==> src/sv/rhp_pkg.sv <==
// ----------------------------------------------------------------------------
// rhp_pkg
// shared types and constants for the rtp header parser
// ----------------------------------------------------------------------------
`default_nettype none

package rhp_pkg;

  // rtp version carried in the top two bits of byte 0
  localparam logic [1:0] RTP_VERSION = 2'd2;

  // fixed header layout
  localparam int FIXED_HDR_BYTES = 12;
  localparam int HDR_LAST_BYTE   = FIXED_HDR_BYTES - 1;
  localparam int HDR_STORE_BYTES = 8;

  // byte position only matters up to the end of the extension header
  // (12 + 15*4 + 4 = 76), so it saturates at 127
  localparam int POS_W = 7;

  // extension data length in bytes: 16-bit word count times four
  localparam int EXT_LEFT_W = 18;

  typedef enum logic [2:0] {
    PH_HDR  = 3'd0,
    PH_CSRC = 3'd1,
    PH_EXTH = 3'd2,
    PH_EXTD = 3'd3,
    PH_PAY  = 3'd4,
    PH_DISC = 3'd5
  } phase_t;

  typedef enum logic [2:0] {
    CLS_HDR  = 3'd0,
    CLS_CSRC = 3'd1,
    CLS_EXTH = 3'd2,
    CLS_EXTD = 3'd3,
    CLS_PAY  = 3'd4,
    CLS_DISC = 3'd5
  } byte_class_t;

  typedef enum logic [1:0] {
    ST_OK      = 2'd0,
    ST_BAD_VER = 2'd1,
    ST_TRUNC   = 2'd2
  } status_t;

  typedef struct packed {
    logic [7:0] rx_byte;
    logic       packet_end;
  } rhp_item_t;

  typedef struct packed {
    logic [7:0]  data_byte;
    byte_class_t byte_class;
    logic        packet_done;
    logic        header_valid;
    logic        marker_bit;
    logic [6:0]  payload_kind;
    logic [15:0] seq_number;
    logic [31:0] media_time;
    logic [15:0] ext_profile_id;
    logic [15:0] ext_word_count;
    status_t     parse_status;
  } rhp_result_t;

endpackage

`default_nettype wire

==> src/sv/rtp_header_parser.sv <==
// ----------------------------------------------------------------------------
// rtp_header_parser
// rtp fixed header parser, one packet byte per transaction
// ----------------------------------------------------------------------------
// usage:
//   in_*  channel carries one packet byte per transaction, in_packet_end high
//         on the final byte of a packet
//   out_* channel returns one result per input byte: the byte echoed, its
//         class (header, csrc, ext header, ext data, payload, discarded) and
//         the header fields assembled so far, plus parse status
//   path: the accepted byte passes the input register, then the result
//         register, before out_valid rises
//   throughput: one byte per cycle while out_ready is high; the parse step is
//               one pass of logic between the input register and result register
//   stall: when out_ready is low the result register holds, the input
//          register fills, and in_ready drops until the result is taken
//   reset: synchronous active-low rst_n empties both registers and returns
//          the parse state to the start of a packet
//   a packet with a version other than 2 is marked discarded with bad
//   version status; one ending before its header or extension is complete
//   reports truncated on its last byte
// ----------------------------------------------------------------------------
`default_nettype none

module rtp_header_parser
  import rhp_pkg::*;
(
  input  wire logic        clk,
  input  wire logic        rst_n,

  // input channel
  input  wire logic        in_valid,
  output logic             in_ready,
  input  wire logic [7:0]  in_rx_byte,
  input  wire logic        in_packet_end,

  // result channel
  output logic             out_valid,
  input  wire logic        out_ready,
  output logic [7:0]       out_data_byte,
  output logic [2:0]       out_byte_class,
  output logic             out_packet_done,
  output logic             out_header_valid,
  output logic             out_marker_bit,
  output logic [6:0]       out_payload_kind,
  output logic [15:0]      out_seq_number,
  output logic [31:0]      out_media_time,
  output logic [15:0]      out_ext_profile_id,
  output logic [15:0]      out_ext_word_count,
  output logic [1:0]       out_parse_status
);

  rhp_item_t   in_item;
  rhp_item_t   item;
  logic        item_valid;
  logic        item_ready;
  rhp_result_t result;

  assign in_item.rx_byte    = in_rx_byte;
  assign in_item.packet_end = in_packet_end;

  // input register: decouples the input handshake from the parse step
  rhp_in_reg u_in_reg (
    .clk        (clk),
    .rst_n      (rst_n),
    .in_valid   (in_valid),
    .in_ready   (in_ready),
    .in_item    (in_item),
    .item_valid (item_valid),
    .item_ready (item_ready),
    .item       (item)
  );

  // parse step and result register
  rhp_parser u_parser (
    .clk        (clk),
    .rst_n      (rst_n),
    .item_valid (item_valid),
    .item_ready (item_ready),
    .item       (item),
    .res_valid  (out_valid),
    .res_ready  (out_ready),
    .result     (result)
  );

  // unpack the result transaction onto the ports
  assign out_data_byte      = result.data_byte;
  assign out_byte_class     = result.byte_class;
  assign out_packet_done    = result.packet_done;
  assign out_header_valid   = result.header_valid;
  assign out_marker_bit     = result.marker_bit;
  assign out_payload_kind   = result.payload_kind;
  assign out_seq_number     = result.seq_number;
  assign out_media_time     = result.media_time;
  assign out_ext_profile_id = result.ext_profile_id;
  assign out_ext_word_count = result.ext_word_count;
  assign out_parse_status   = result.parse_status;

endmodule

`default_nettype wire

==> src/sv/rhp_in_reg.sv <==
// ----------------------------------------------------------------------------
// rhp_in_reg
// input register stage with valid/ready handshake
// ----------------------------------------------------------------------------
`default_nettype none

module rhp_in_reg
  import rhp_pkg::*;
(
  input  wire logic      clk,
  input  wire logic      rst_n,
  input  wire logic      in_valid,
  output logic           in_ready,
  input  wire rhp_item_t in_item,
  output logic           item_valid,
  input  wire logic      item_ready,
  output rhp_item_t      item
);

  logic      vld_r;
  logic      vld_nxt;
  rhp_item_t item_r;

  // take a new transaction when empty or when the held one moves on
  assign in_ready = !vld_r || item_ready;

  always_comb begin
    vld_nxt = vld_r;
    if (in_ready) begin
      vld_nxt = in_valid;
    end
  end

  always_ff @(posedge clk) begin
    if (!rst_n) begin
      vld_r <= 1'b0;
    end else begin
      vld_r <= vld_nxt;
    end
  end

  always_ff @(posedge clk) begin
    if (in_valid && in_ready) begin
      item_r <= in_item;
    end
  end

  assign item_valid = vld_r;
  assign item       = item_r;

endmodule

`default_nettype wire

==> src/sv/rhp_parser.sv <==
// ----------------------------------------------------------------------------
// rhp_parser
// per-packet parse state, byte classification and result register
// ----------------------------------------------------------------------------
`default_nettype none

module rhp_parser
  import rhp_pkg::*;
(
  input  wire logic      clk,
  input  wire logic      rst_n,
  input  wire logic      item_valid,
  output logic           item_ready,
  input  wire rhp_item_t item,
  output logic           res_valid,
  input  wire logic      res_ready,
  output rhp_result_t    result
);

  phase_t                phase_r, phase_nxt;
  logic [POS_W-1:0]      pos_r, pos_nxt;
  logic [3:0]            cc_r, cc_nxt;
  logic                  x_r, x_nxt;
  logic [EXT_LEFT_W-1:0] ext_left_r, ext_left_nxt;
  logic [63:0]           hdr_r, hdr_nxt;
  logic [31:0]           ext_r, ext_nxt;
  status_t               err_r, err_nxt;

  logic                  res_vld_r;
  rhp_result_t           res_r;
  rhp_result_t           res_nxt;

  logic                  fire;
  logic [POS_W-1:0]      csrc_end;
  logic [POS_W:0]        pos_inc;
  phase_t                after_csrc;
  logic [1:0]            ext_off;
  logic [EXT_LEFT_W-1:0] ext_left_dec;
  byte_class_t           cls;
  logic                  hdr_ok;

  assign item_ready = !res_vld_r || res_ready;
  assign fire       = item_valid && item_ready;

  assign csrc_end   = POS_W'(FIXED_HDR_BYTES) + POS_W'({cc_r, 2'b00});
  assign pos_inc    = {1'b0, pos_r} + (POS_W+1)'(1);
  assign after_csrc = x_r ? PH_EXTH : PH_PAY;
  // csrc_end is a multiple of four, so the offset in the extension header
  // is just the low bits of the position
  assign ext_off    = pos_r[1:0];
  assign ext_left_dec = (ext_left_r != '0) ? ext_left_r - EXT_LEFT_W'(1) : ext_left_r;

  always_comb begin
    phase_nxt    = phase_r;
    cc_nxt       = cc_r;
    x_nxt        = x_r;
    ext_left_nxt = ext_left_r;
    hdr_nxt      = hdr_r;
    ext_nxt      = ext_r;
    err_nxt      = err_r;
    cls          = CLS_DISC;

    case (phase_r)
      PH_HDR: begin
        cls = CLS_HDR;
        if (pos_r == '0 && item.rx_byte[7:6] != RTP_VERSION) begin
          err_nxt   = ST_BAD_VER;
          phase_nxt = PH_DISC;
          cls       = CLS_DISC;
        end else begin
          if (pos_r == '0) begin
            cc_nxt = item.rx_byte[3:0];
            x_nxt  = item.rx_byte[4];
          end
          if (pos_r < POS_W'(HDR_STORE_BYTES)) begin
            hdr_nxt[{~pos_r[2:0], 3'b000} +: 8] =
              hdr_r[{~pos_r[2:0], 3'b000} +: 8] | item.rx_byte;
          end
          if (pos_r >= POS_W'(HDR_LAST_BYTE)) begin
            phase_nxt = (cc_r != '0) ? PH_CSRC : after_csrc;
          end
        end
      end
      PH_CSRC: begin
        cls = CLS_CSRC;
        if (pos_inc >= {1'b0, csrc_end}) begin
          phase_nxt = after_csrc;
        end
      end
      PH_EXTH: begin
        cls = CLS_EXTH;
        ext_nxt[{~ext_off, 3'b000} +: 8] = ext_r[{~ext_off, 3'b000} +: 8] | item.rx_byte;
        if (ext_off == 2'd3) begin
          ext_left_nxt = {ext_nxt[15:0], 2'b00};
          phase_nxt    = (ext_nxt[15:0] != '0) ? PH_EXTD : PH_PAY;
        end
      end
      PH_EXTD: begin
        cls          = CLS_EXTD;
        ext_left_nxt = ext_left_dec;
        if (ext_left_dec == '0) begin
          phase_nxt = PH_PAY;
        end
      end
      PH_PAY: begin
        cls = CLS_PAY;
      end
      default: begin
        cls       = CLS_DISC;
        phase_nxt = PH_DISC;
      end
    endcase

    pos_nxt = (pos_r != '1) ? pos_inc[POS_W-1:0] : pos_r;

    // packet ended before reaching payload
    if (item.packet_end && err_nxt == ST_OK && phase_nxt != PH_PAY) begin
      err_nxt = ST_TRUNC;
    end

    hdr_ok = err_nxt != ST_BAD_VER && phase_nxt != PH_HDR && phase_nxt != PH_DISC;

    res_nxt.data_byte      = item.rx_byte;
    res_nxt.byte_class     = cls;
    res_nxt.packet_done    = item.packet_end;
    res_nxt.header_valid   = hdr_ok;
    res_nxt.marker_bit     = hdr_nxt[55];
    res_nxt.payload_kind   = hdr_nxt[54:48];
    res_nxt.seq_number     = hdr_nxt[47:32];
    res_nxt.media_time     = hdr_nxt[31:0];
    res_nxt.ext_profile_id = ext_nxt[31:16];
    res_nxt.ext_word_count = ext_nxt[15:0];
    res_nxt.parse_status   = err_nxt;
  end

  // parse state, cleared at reset and after the last byte of a packet
  always_ff @(posedge clk) begin
    if (!rst_n) begin
      phase_r    <= PH_HDR;
      pos_r      <= '0;
      cc_r       <= '0;
      x_r        <= 1'b0;
      ext_left_r <= '0;
      hdr_r      <= '0;
      ext_r      <= '0;
      err_r      <= ST_OK;
    end else if (fire) begin
      if (item.packet_end) begin
        phase_r    <= PH_HDR;
        pos_r      <= '0;
        cc_r       <= '0;
        x_r        <= 1'b0;
        ext_left_r <= '0;
        hdr_r      <= '0;
        ext_r      <= '0;
        err_r      <= ST_OK;
      end else begin
        phase_r    <= phase_nxt;
        pos_r      <= pos_nxt;
        cc_r       <= cc_nxt;
        x_r        <= x_nxt;
        ext_left_r <= ext_left_nxt;
        hdr_r      <= hdr_nxt;
        ext_r      <= ext_nxt;
        err_r      <= err_nxt;
      end
    end
  end

  always_ff @(posedge clk) begin
    if (!rst_n) begin
      res_vld_r <= 1'b0;
    end else if (fire) begin
      res_vld_r <= 1'b1;
    end else if (res_ready) begin
      res_vld_r <= 1'b0;
    end
  end

  always_ff @(posedge clk) begin
    if (fire) begin
      res_r <= res_nxt;
    end
  end

  assign res_valid = res_vld_r;
  assign result    = res_r;

endmodule

`default_nettype wire

==> config.mk <==
export PLATFORM = sky130hd
export DESIGN_NAME = rtp_header_parser
export DESIGN_NICKNAME = d
export VERILOG_FILES = /design/src/sv/rhp_pkg.sv /design/src/sv/rtp_header_parser.sv /design/src/sv/rhp_in_reg.sv /design/src/sv/rhp_parser.sv
export SDC_FILE = /design/constraint.sdc
export NUM_CORES = 1
export LEC_CHECK = 0
export CAP_MARGIN = 20
export CELL_PAD_IN_SITES_DETAIL_PLACEMENT = 1
export CELL_PAD_IN_SITES_GLOBAL_PLACEMENT = 1
export CORE_ASPECT_RATIO = 0.7
export CORE_MARGIN = 3
export CORE_UTILIZATION = 54
export CTS_CLUSTER_SIZE = 14
export DETAILED_ROUTE_END_ITERATION = 10
export DONT_BUFFER_PORTS = 1
export PLACE_DENSITY = 0.85
export REMOVE_ABC_BUFFERS = 1
export SKIP_CTS_REPAIR_TIMING = 1
export SLEW_MARGIN = 20
export SYNTH_ARGS = -nofsm -noshare
export SYNTH_HDL_FRONTEND = slang
export SYNTH_SLANG_ARGS = --single-unit
==> constraint.sdc <==
create_clock -name clk -period 12 [get_ports clk]
set_clock_uncertainty 0.05 [all_clocks]
set_input_delay 2.4 -clock clk [delete_from_list [all_inputs] [get_ports clk]]
set_output_delay 2.4 -clock clk [all_outputs]
set_load 0.05 [all_outputs]
Yosys cells after proc, flatten, opt, wreduce, memory -nomap -nowiden
Cells that the tools add are included.
{"block": "classes", "add_sub_neg": 5, "n_lt_le_gt_ge": 3, "eq_ne": 12, "n_shift": 6, "n_mux": 40, "n_bitwise": 4, "reduce_logical": 29}
{"cell": "two-way mux 64 bit", "count": 4}
{"cell": "bitwise mux 64 bit", "count": 1}
{"cell": "two-way mux 32 bit", "count": 2}
{"cell": "variable shift 8 x 8 -> 64 bit (first input constant)", "count": 1}
{"cell": "indexed part select 64 x 7 -> 8 bit", "count": 1}
{"cell": "indexed part select 8 x 8 -> 64 bit", "count": 1}
{"cell": "two-way mux 18 bit", "count": 3}
{"cell": "one-hot mux 18 bit (2 select lines)", "count": 1}
{"cell": "bitwise mux 32 bit", "count": 1}
{"cell": "variable shift 8 x 7 -> 32 bit (first input constant)", "count": 1}
{"cell": "indexed part select 32 x 6 -> 8 bit", "count": 1}
{"cell": "indexed part select 8 x 7 -> 32 bit", "count": 1}
{"cell": "two-way mux 3 bit", "count": 10}
{"cell": "one-hot mux 3 bit (5 select lines)", "count": 2}
{"cell": "zero test 18 bit", "count": 1}
{"cell": "nonzero test 18 bit", "count": 1}
{"cell": "subtractor 18 x 1 -> 18 bit (second input constant)", "count": 1}
{"cell": "two-way mux 4 bit", "count": 4}
{"cell": "bitwise OR 8 bit", "count": 2}
{"cell": "nonzero test 16 bit", "count": 1}
{"cell": "two-way mux 7 bit", "count": 2}
{"cell": "nonzero test 2 bit", "count": 5}
{"cell": "adder 7 x 1 -> 8 bit (second input constant)", "count": 1}
{"cell": "greater-or-equal comparator 8 x 7 -> 1 bit", "count": 1}
{"cell": "other kinds (29)", "count": 50}
{"block": "totals", "register_bits": 245, "inputBits": 13, "output_inout_bits": 105, "elab_cells": 123}

Depth between registers and ports, before layout
Gate-level depths: netlist of the first run.
{"block": "logic_depth", "word_depth": 15, "mapped_depth": 14, "ltp_nobuf": 13}

Hierarchy
A second synthesis of the first run with hierarchy kept.
{"block": "hier_totals", "cells_unflattened": 1114, "area_unflattened_um2": 11617.4}
{"module": "rhp_parser", "n_inst": 1, "cells_per_inst": 1100, "area_each_um2": 11289.6, "seq_area_each_um2": 5735.5}
{"module": "rhp_in_reg", "n_inst": 1, "cells_per_inst": 14, "area_each_um2": 327.8, "seq_area_each_um2": 290.3}

Worst setup path after synthesis of the first run
OpenSTA, ideal clock, no wires.
{"block": "synth_timing", "path_kind": "input-to-reg", "start": "input out_ready", "end": "register u_parser.ext_left_r[1]", "setup_time_ns": 0.059, "arrival_ns": 6.753, "path_slack_ns": 5.138, "cell_stages": 9, "n_path_buf": 2, "path_cell_list": "nor2b_1 nand2b_1 clkbuf_1 clkinv_1 o21ai_1 clkbuf_1 a21oi_1 o22ai_1 and2_1"}
{"block": "synth_via", "elab_chain_cells": 3}
{"element": "start, declared", "line": "rtp_header_parser.sv:39", "source": "input wire logic out_ready,"}
{"element": "logical OR 1 bit", "line": "rhp_parser.sv:42", "source": "assign item_ready = !res_vld_r || res_ready;"}
{"element": "logical AND 1 bit", "line": "rhp_parser.sv:43", "source": "assign fire = item_valid && item_ready;"}
{"element": "via u_parser.fire", "line": "rhp_parser.sv:33", "source": "logic fire;"}
{"element": "AND reduction 3 bit (no line)"}
{"element": "end signal, assigned", "line": "rhp_parser.sv:162", "source": "ext_left_r <= ext_left_nxt;"}
{"element": "end, declared", "line": "rhp_parser.sv:24", "source": "logic [EXT_LEFT_W-1:0] ext_left_r, ext_left_nxt;"}
The timed path passes the listed nets, and every way through them passes these cells.
A chain may end at the register's enable or synchronous reset.

Worst setup path after layout of the first run
{"block": "layout_timing", "start": "input out_ready", "end": "output in_ready"}
{"block": "layout_via", "elab_chain_cells": 2}
{"element": "logical OR 1 bit", "line": "rhp_parser.sv:42"}
{"element": "logical OR 1 bit", "line": "rhp_in_reg.sv:25", "source": "assign in_ready = !vld_r || item_ready;"}
{"element": "end, declared", "line": "rtp_header_parser.sv:33", "source": "output logic in_ready,"}
Every way passes these cells.

==> results of run 1 <==
==> per-stage QoR <==
stage / std cells / hold slack (ns) / util
after floorplan: 1045 / 0.390 / -
after global placement: 1328 / 0.400 / 0.564
after detailed placement: 1328 / 0.424 / 0.564
after CTS: 1373 / 0.433 / 0.603
after global routing: 1374 / 0.456 / 0.603
final: 1374 / 0.435 / 0.603
==> report_power, final <==
group,internal [mW],switching [mW],leakage (nW)
registers,0.889,0.0584,2.18
clock network,0.448,0.333,0.405
logic,0.0224,0.0462,1.71
total,1.36,0.437,4.29
==> placed cells by master, fill, tap and decap left out, drive strengths merged, types with 11 or more instances in the layout <==
master,n
nor2,59
ha,15
nor3,13
nand2b,14
a22oi,100
or4,11
dfxtp,133
clkbuf,28
o21ai,73
a21o,20
nand2,110
edfxtp,112
nor2b,118
inv,21
a21boi,19
mux4,24
a21oi,30
mux2,32
clkinv,13
nor4,13
==> worst paths after layout <==
check	slack, ns	start	endpoint	cells past startpoint
max	6.57	out_ready	in_ready	2
min	0.43	u_parser.hdr_r[59]	u_parser.hdr_r[59]	2
max reg2reg	7.46	u_parser.pos_r[0]	u_parser.hdr_r[29]	11
min reg2reg	0.43	u_parser.hdr_r[59]	u_parser.hdr_r[59]	2
==> synth_stat cells (3+ instances only) <==
cell	n	area, µm²
a21boi_0	19	143
or4_1	10	75.1
xnor2_1	7	61.3
nor4_1	13	81.3
nor3_1	12	60.1
and3_1	7	43.8
nand3_1	8	40.0
a31oi_1	7	43.8
buf_2	5	25.0
mux4_2	24	541
and2_1	10	62.6
a221oi_1	6	52.6
clkbuf_1	61	229
nor3b_1	4	30.0
a22oi_1	100	751
ha_1	15	188
nand2_1	110	413
mux2_2	32	360
o21a_1	7	52.6
mux2i_1	8	80.1
dfxtp_1	133	2660
xor2_1	8	70.1
edfxtp_1	112	3360
nand3b_1	9	67.6
nand2b_1	14	87.6
or3_1	6	37.5
buf_1	3	11.3
a21oi_1	29	145
nor2b_1	118	738
a21o_1	20	150
a211oi_1	9	67.6
nor2_1	59	221
o21ai_1	9	45.0
inv_1	18	67.6
nand4_1	3	18.8
or2_2	3	18.8
o21ai_0	64	320
==> cell type report <==
class	count	share of cell area
Antenna cell	1	0.000197
Clock buffer	28	0.0502
Clock inverter	17	0.0131
Inverter	20	0.00612
Multi-Input combinational cell	780	0.424
Sequential cell	245	0.475
Tap cell	276	0.0272
Timing Repair Buffer	7	0.00414
==> flip-flops by register name, indices dropped and copies added (netlist names), 2 cells and up <==
name                 flops
u_parser.cc_r            4
u_parser.ext_r          32
u_parser.err_r           2
u_in_reg.item            9
u_parser.ext_left_r     18
u_parser.hdr_r          64
u_parser.phase_r         3
u_parser.result        103
u_parser.pos_r           7
==> logic make-up after synthesis <==
family | Yosys count
mux | 64
simple gates | 394
flops | 245
fa+ha+maj | 15
buf+inv | 91
xor+xnor | 15
compound gates | 292
==> per-layer routing <==
layer	global-route usage	vias to the layer above
met5	0	-
met4	0.0734	0
met3	0.0685	51
met2	0.471	394
met1	0.426	4689
li1	-	4036
==> metrics.cfg, run 1 <==
[pwr]
post-layout-total-power_mw=1.80
ir_worst_vdd_mv=0.142
p_per_area_mw_per_mm2=142
leakage_nw=4.29

[worst_setup_path]
cp_endpoint_kind=output pin
timing.critical_path.slowest_cell_delay_ns=0.37
worstPathArrival_ns=2.98
timing.critical_path.slowest_stage_cell=nand2_1
critical_path.top_delay_family=simple AND/OR/NAND/NOR gates
setup_cp_type=in -> out
worstPathRequired_ns=9.55
cp-start-kind=input port
path_cells=nor2b_1 > nand2_1
worstPathBufferInverterCount=0
cp_max_fo=4

[cts]
cts_root_buf=clkbuf_16
cts_max_path_buffers=3
insertion_delay_ns=0.53
cts_inserted_buffers=25
numClockSinks=245
tritoncts=built
clkTransAtPathRegs_ns=0.06
ctsHtreeMaxLevel=1

[logic_synthesis]
seq_area_frac_synth=0.513
synth_top_family_by_area=simple AND/OR/NAND/NOR gates
async_reset_ff_frac=0
synth_warnings=0
synthMuxAreaShare=0.0836
synth-compound-area-share=0.168
syn_area_mm2=0.0117
ys.flop_type=dfxtp_1
synth_edf_count=112
postSynthAreaPerCell_um2=10.5
synth.distinct_cells=62
post_synth_inst_count=1116
synthSimpleGateAreaFrac=0.177
ys_ff_latch=245
synth_xor_xnor_area_share=0.0112
post_synth_adder_cell_area=0.0160

[finish]
multiInputGateArea_mm2=0.00537
layout-area-overhead-vs-synth_pct=8.04
drive_above_1_share=0.108
flip_flop_and_latch_area_mm2=0.00603
finalNetCount=1107
final_std_cell_area_no_fill_mm2=0.0127
fillCellCount=2239

[floorplanning]
coreArea_mm2=0.0210
dieWidth_um=182
placementRows=44
pin_count=118
die_area_mm2=0.0236
starting_density_of_the_core=0.558
die_height_um=129

[global_route]
first_pass_grt_wire_length_um=55500
antenna_found_initial=1
gr-total-overflow=0
grt_usage=0.299
via_count_of_the_first_global_routing_pass=9336
largest_net_degree_at_the_start_of_global_routing=133

[placement]
dpl_worst_slack_ns=6.47
io_buffer_count=0
gpl.final_weighted_congestion=0.859
detailed_place_hpwl_um=23400
placedInstanceArea_mm2=0.0119

[drt]
via_per_inst=6.67
wl_on_met1_um=15900
finalWirelength_um=35700
dr_wl_met3_um=2800
drc=0
dr_total_vias=9170
wl_met2_um=16300
ant_nets=0
first_pass_iters=5
drt_iter0_markers=1060
maxUsedRoutingLayer=met4
detail_route.wl_per_cell_um=26.0

[timing]
tightest_slew_ns=0.987
timing.slew.headroom=0.325
grt_setup_unrepaired=false
max_freq_mhz=184
report.final.slew_viol_count=0
layout_min_cycle_time_ns=5.43
final.setup.tns_ns=0
layout_setup_ws_ns=6.57
final-setup-viol-count=0
finalHoldViolations=0
tcrit_tclk_final=0.453

[outcome]
run_status=finished clean

[hold_path]
hold_path.class=reg -> reg

[job]
cap_violations=0

(Power assumes the default switching activity.)
==> run 2: changes to the inputs <==
- ABC_AREA: default -> 1
- CORE_UTILIZATION: 54 -> 48
- PLACE_DENSITY: 0.85 -> 0.81
- clock period: 12 -> 5 ns (I/O delays scaled with it)
==> run 2 against run 1 <==
  * Setup slack worse by 5.4 ns
  * Critical path type is now reg -> reg
  * First-iteration DRC count up 3.5%
  * Combinational power rose to 3.3 times the previous value
  * Critical endpoint is now u_parser.result[90]
  * Sequential share of layout area down 1.9 points
  * Highest routed layer unchanged
  * Via count up 18%
  * Power up 150%
  * Global-route usage down 1.2 points
==> metrics.cfg, run 2 <==
[finish]
final_common_cell=nand2_1
finalCoreUtilization=0.530  ; -0.0730
flip_flop_and_latch_area_mm2=0.00603  ; unchanged
commonest_cells_after_routing_fill_and_taps_aside=nand2_1 (513), a21oi_1 (141), dfxtp_1 (132)
layout-area-overhead-vs-synth_pct=7.53
num_antenna_cells=0  ; -1
drive_above_1_share=0.0784  ; -0.0291
largest_register_ffs=103  ; unchanged
stdcell_count=1842  ; +34%
fillCellCount=3000  ; +34%
finalNetCount=1527  ; +38%
multiInputGateArea_mm2=0.00537  ; about the same

[placement]
place_inst=1797  ; +35%
gpl.final_weighted_congestion=0.956  ; +11%
io_buffer_count=0  ; unchanged
detailed_place_hpwl_um=27500  ; +17%

[pwr]
p_per_area_mw_per_mm2=334  ; +140%
portion_of_total_power_attributed_to_sequential_cells=0.515  ; -0.012
comb_power_share=0.052  ; +0.014
internal_power_mw=3.28  ; +140%
share_clk_of_total_power=0.433  ; about the same
ir_worst_vdd_mv=0.273  ; +92%
sw_frac_of_total=0.257  ; +0.0140
netSwitchingPower_mw=1.14  ; +160%
leakage_nw=5.02  ; +17%

[worst_setup_path]
setup_cp_type=reg -> reg
cp-start-kind=flop
cp_endpoint_kind=flop
cp_max_fo=30  ; +26
worstPathRequired_ns=5.24  ; -4.31 ns
worstPathArrival_ns=4.08  ; +1.10 ns

[cts]
cts_inserted_buffers=25  ; unchanged
cts_max_path_buffers=3  ; unchanged
clkTransAtPathRegs_ns=0.06  ; about the same
insertion_delay_ns=0.54  ; about the same
cts_root_buf=clkbuf_16
ctsHtreeMaxLevel=1  ; unchanged
tritoncts=built
numClockSinks=245  ; unchanged

[drt]
finalWirelength_um=39800  ; +12%
dr_total_vias=10900  ; +18%
first_pass_iters=5  ; unchanged
drc=0  ; unchanged
detail_route.wl_per_cell_um=21.6  ; -17%
via_per_inst=5.90  ; -12%
drt_iter0_markers=1097  ; +3.5%
ant_nets=0  ; unchanged

[logic_synthesis]
post_synth_inst_count=1532  ; +37%
seq_area_frac_synth=0.491  ; -0.0229
postSynthAreaPerCell_um2=8.02  ; -24%
yosys.area.top_type_share=0.274  ; -0.0128
synth.distinct_cells=50  ; -19%
async_reset_ff_frac=0  ; unchanged
ys_ff_latch=245  ; unchanged
post-synth-top-count-cell=nand2_1
synth_edf_count=112  ; unchanged
syn_area_mm2=0.0123  ; +4.7%
synth.area.top_cells=edfxtp_1 (27%), dfxtp_1 (22%), nand2_1 (16%), a21oi_1 (5.7%), inv_1 (3.7%)
synth.largest_area_cell=edfxtp_1
ys.flop_type=dfxtp_1
synth_top_cells_by_count=nand2_1 (514), a21oi_1 (141), dfxtp_1 (133)
synth_warnings=0  ; unchanged

[floorplanning]
placementRows=48  ; +9.1%
die_height_um=140  ; +8.1%
starting_density_of_the_core=0.493  ; -0.0652
coreArea_mm2=0.0249  ; +19%
dieWidth_um=197  ; +8.2%
pin_count=118  ; unchanged
die_area_mm2=0.0276  ; +17%

[hold_path]
hold_path.class=reg -> reg

[timing]
tightest_slew_ns=1.15  ; +0.161 ns
timing.slew.headroom=0.235  ; -0.0901
layout_min_cycle_time_ns=3.84
finalHoldViolations=0  ; unchanged
max_freq_mhz=260
final-setup-viol-count=0  ; unchanged
tcrit_tclk_final=0.768
grt_setup_unrepaired=false
report.final.slew_viol_count=0  ; unchanged

[outcome]
run_status=finished clean

[global_route]
antenna_found_initial=0  ; -1
grt_usage=0.288  ; -0.0115
gr-total-overflow=0  ; unchanged
first_pass_grt_wire_length_um=62400  ; +13%
via_count_of_the_first_global_routing_pass=10800  ; +16%
largest_net_degree_at_the_start_of_global_routing=92  ; -31%

[job]
cap_violations=0  ; unchanged

==> run 2: cell types whose count changed after synthesis, sizes merged, moves of 34 or more <==
cell | previous run | this run
nand2 | 110 | 521
nor2b | 118 | 0
a21oi | 30 | 144
inv | 18 | 129
a22oi | 100 | 4
nand3 | 8 | 87
o21ai | 73 | 108
nor2 | 59 | 93
==> run 2: worst paths after layout <==
check	start	to	slack, ns	cells past startpoint
hold / removal	u_in_reg.item[6]	u_parser.result[100]	0.40	0
setup reg to reg	u_parser.pos_r[0]	u_parser.result[90]	1.16	19
setup / recovery	u_parser.pos_r[0]	u_parser.result[90]	1.16	19
hold reg to reg	u_in_reg.item[6]	u_parser.result[100]	0.40	0
==> run 2: critical path, cell delays in order (launching register included) <==
cell and delay, ns:
dfxtp_2 0.70, ha_1 0.33, inv_1 0.36, nor3_1 0.40, nand3_1 0.16, nor2_1 0.21, nor2_1 0.08, ha_1 0.33
nand2_1 0.08, o21ai_1 0.06, inv_1 0.07, nand3_1 0.07, nand2_1 0.07, nand2_1 0.07, a21oi_1 0.12, nand2_1 0.07
nor2_1 0.15, nand3_1 0.10, nand2_1 0.06, nor2_1 0.04
==> run 2: cells by family after synthesis <==
| kind of cell | Yosys count | share of synthesized area |
|---|---|---|
| compound gates | 301 | 0.140 |
| mux | 18 | 0.0155 |
| xor+xnor | 9 | 0.00642 |
| simple gates | 741 | 0.258 |
| buf+inv | 203 | 0.0737 |
| fa+ha+maj | 15 | 0.0153 |
| flops | 245 | 0.491 |
==> run 2: metal layers <==
metal	routed length (µm)	vias to the layer above	global-route usage
met1	18600	5334	0.435
met4	829	0	0.0611
li1	-	5053	-
met2	17000	404	0.428
met3	3460	68	0.0571
met5	0	-	0
==> run 2: area by class of cell <==
cell class,instances,share of cell area
repair buffers,12,0.00682
well taps,325,0.0308
flip-flops and latches,245,0.456
clock buffers,34,0.0507
inverters,131,0.0383
clock inverters,11,0.0107
multi-input cells,1084,0.406
==> run 2: power by group through the flow <==
stage          Clock, mW  Sequential (mW)  Combinational [mW]
2_1_floorplan          0             2.31               0.142
3_3_place_gp           0             2.32               0.221
3_5_place_dp           0             2.32               0.226
4_1_cts             1.94             2.28               0.229
5_1_grt             2.02             2.28               0.253
6_report            1.91             2.27               0.230
==> run 2: per-stage QoR <==
stage | setup TNS [ns] | hold slack (ns) | cell area [µm²] | power [mW] | setup slack (ns)
after floorplan | -202.77 | 0.376 | 11900 | 2.45 | -2.12
after global placement | 0 | 0.395 | 12400 | 2.54 | 1.45
after detailed placement | 0 | 0.399 | 12400 | 2.55 | 1.31
after CTS | 0 | 0.412 | 13200 | 4.44 | 1.25
after global routing | 0 | 0.426 | 13200 | 4.55 | 0.791
final | 0 | 0.404 | 13200 | 4.41 | 1.16
==> run 3: changes to the inputs <==
- CORE_UTILIZATION: 48 -> 43
- PLACE_DENSITY: 0.81 -> 0.77
- clock period: 5 -> 3.3 ns (I/O delays scaled with it)
==> run 3 against run 2 <==
  * Maximum frequency is 30% higher
  * Clock power is 62% higher
  * Non-clock buffer count is 21 higher
  * Largest power group unchanged
==> metrics.cfg, run 3 (synthesis gave the netlist of run 2 again) <==
[drt]
drt_iter0_markers=946  ; -14%
drc=0  ; unchanged
via_per_inst=5.72  ; -3.0%
dr_total_vias=10900  ; +0.74%
first_pass_iters=5  ; unchanged
ant_nets=0  ; unchanged
finalWirelength_um=40500  ; +1.8%
detail_route.wl_per_cell_um=21.2  ; -1.9%

[floorplanning]
coreArea_mm2=0.0279  ; +12%
dieWidth_um=208  ; +5.5%
pin_count=118  ; unchanged
die_area_mm2=0.0307  ; +11%
die_height_um=147  ; +5.4%
placementRows=51  ; +6.3%
starting_density_of_the_core=0.439  ; -0.0533

[worst_setup_path]
timing.critical_path.slowest_stage_cell=dfxtp_1
path_cells=ha_1 > inv_1 > nor3_1 > nand3_1 > nor2_1 > nor2_1 > ha_1 > nand2_1 > o21ai_1 > inv_1 > nand3_1 > nand2_1 > nand2_1 > a21oi_1 > nand2_1 > nor2_1 > nand3_1 > nand2_1 > nor2_1
cp_common_cell=nand2_1
cp_max_fo=4  ; -87%
cp_endpoint_kind=flop
setup_cp_type=reg -> reg
worstPathRequired_ns=3.54  ; -1.70 ns
timing.critical_path.slowest_cell_delay_ns=0.33  ; -0.37 ns
worstPathArrival_ns=3.20  ; -0.88 ns
cp-start-kind=flop

[finish]
stdcell_count=1912  ; +3.8%
flip_flop_and_latch_area_mm2=0.00603  ; unchanged
multiInputGateArea_mm2=0.00537  ; unchanged
layout-area-overhead-vs-synth_pct=10.1
largest_register_ffs=103  ; unchanged
drive_above_1_share=0.0947  ; +0.0163
commonest_cells_after_routing_fill_and_taps_aside=nand2_1 (513), a21oi_1 (141), dfxtp_1 (132)
fillCellCount=3381  ; +13%
finalNetCount=1549  ; +1.4%
num_antenna_cells=0  ; unchanged
final_common_cell=nand2_1

[cts]
numClockSinks=245  ; unchanged
insertion_delay_ns=0.55  ; about the same
clkTransAtPathRegs_ns=0.06  ; about the same
ctsHtreeMaxLevel=1  ; unchanged
cts_root_buf=clkbuf_16
cts_inserted_buffers=26  ; +4.0%
tritoncts=built
cts_max_path_buffers=3  ; unchanged

[timing]
final-setup-viol-count=0  ; unchanged
tcrit_tclk_final=0.896  ; +0.128
report.final.slew_viol_count=0  ; unchanged
layout_setup_ws_ns=0.344  ; -0.816 ns
final.setup.tns_ns=0  ; unchanged
timing.slew.headroom=0.261  ; +0.0257
max_freq_mhz=338  ; +30%
layout_min_cycle_time_ns=2.96  ; -0.884 ns
finalHoldViolations=0  ; unchanged
tightest_slew_ns=1.11  ; -0.0386 ns
grt_setup_unrepaired=false

[pwr]
ir_worst_vdd_mv=0.398  ; +46%
post-layout-total-power_mw=6.91  ; +57%
p_per_area_mw_per_mm2=511  ; +53%
leakage_nw=5.18  ; +3.1%

[placement]
detailed_place_hpwl_um=28400  ; +3.5%
dpl_worst_slack_ns=0.424  ; -0.884 ns
place_inst=1864  ; +3.7%
gpl.final_weighted_congestion=0.936  ; -2.1%
io_buffer_count=0  ; unchanged

[global_route]
gr-total-overflow=0  ; unchanged
largest_net_degree_at_the_start_of_global_routing=92  ; unchanged
via_count_of_the_first_global_routing_pass=10800  ; +0.37%
first_pass_grt_wire_length_um=62800  ; +0.66%
antenna_found_initial=0  ; unchanged
grt_usage=0.257  ; -0.0308

[hold_path]
hold_path.class=in -> reg

[outcome]
run_status=finished clean

[job]
cap_violations=0  ; unchanged

run 3: path summary, 6_finish.rpt:
check                     from                      end  slack, ns  cells past startpoint
max          u_parser.pos_r[1]      u_parser.result[90]       0.34                     19
min                      rst_n  u_parser.ext_left_r[11]       0.17                      2
max reg2reg  u_parser.pos_r[1]      u_parser.result[90]       0.34                     19
min reg2reg   u_in_reg.item[8]     u_parser.result[102]       0.41                      0
run 3: area by class of cell:
cell class                      count  share of cell area
Clock buffer                       38              0.0567
Inverter                          131              0.0372
Clock inverter                     10             0.00981
Tap cell                          371              0.0343
Timing Repair Buffer               33              0.0192
Multi-Input combinational cell   1084               0.397
Sequential cell                   245               0.446
run 3: metrics by stage:
stage | util | hold slack [ns] | area (µm²)
after CTS | 0.484 | 0.146 | 13500
after detailed placement | 0.452 | 0.404 | 12600
final | 0.484 | 0.166 | 13500
after global placement | 0.452 | 0.385 | 12600
after floorplan | - | 0.376 | 11900
after global routing | 0.484 | 0.146 | 13500
run 3: worst max-delay path, delay by kind of cell (launching register included):
family	cells	cell delay, ns
AOI/OAI and AO/OA	2	0.19
buffers and inverters	2	0.16
DFF	1	0.33
and+or+nand+nor	13	1.40
adders and majority gates	2	0.58
run 3: power breakdown:
group	switching [mW]	total (mW)	internal, mW
clock	1.25	3.10	1.85
combinational	0.298	0.374	0.0759
sequential	0.200	3.44	3.24
total	1.75	6.91	5.16
run 3: routing by layer:
layer  wire length, µm  up-vias  track usage  part of all wire
met5                 0        -            0                 0
met4               937        0       0.0637             0.023
met3              3010       58       0.0588             0.074
met2             17500      384        0.389              0.43
met1             19100     5405        0.375              0.47
li1                  -     5092            -                 -
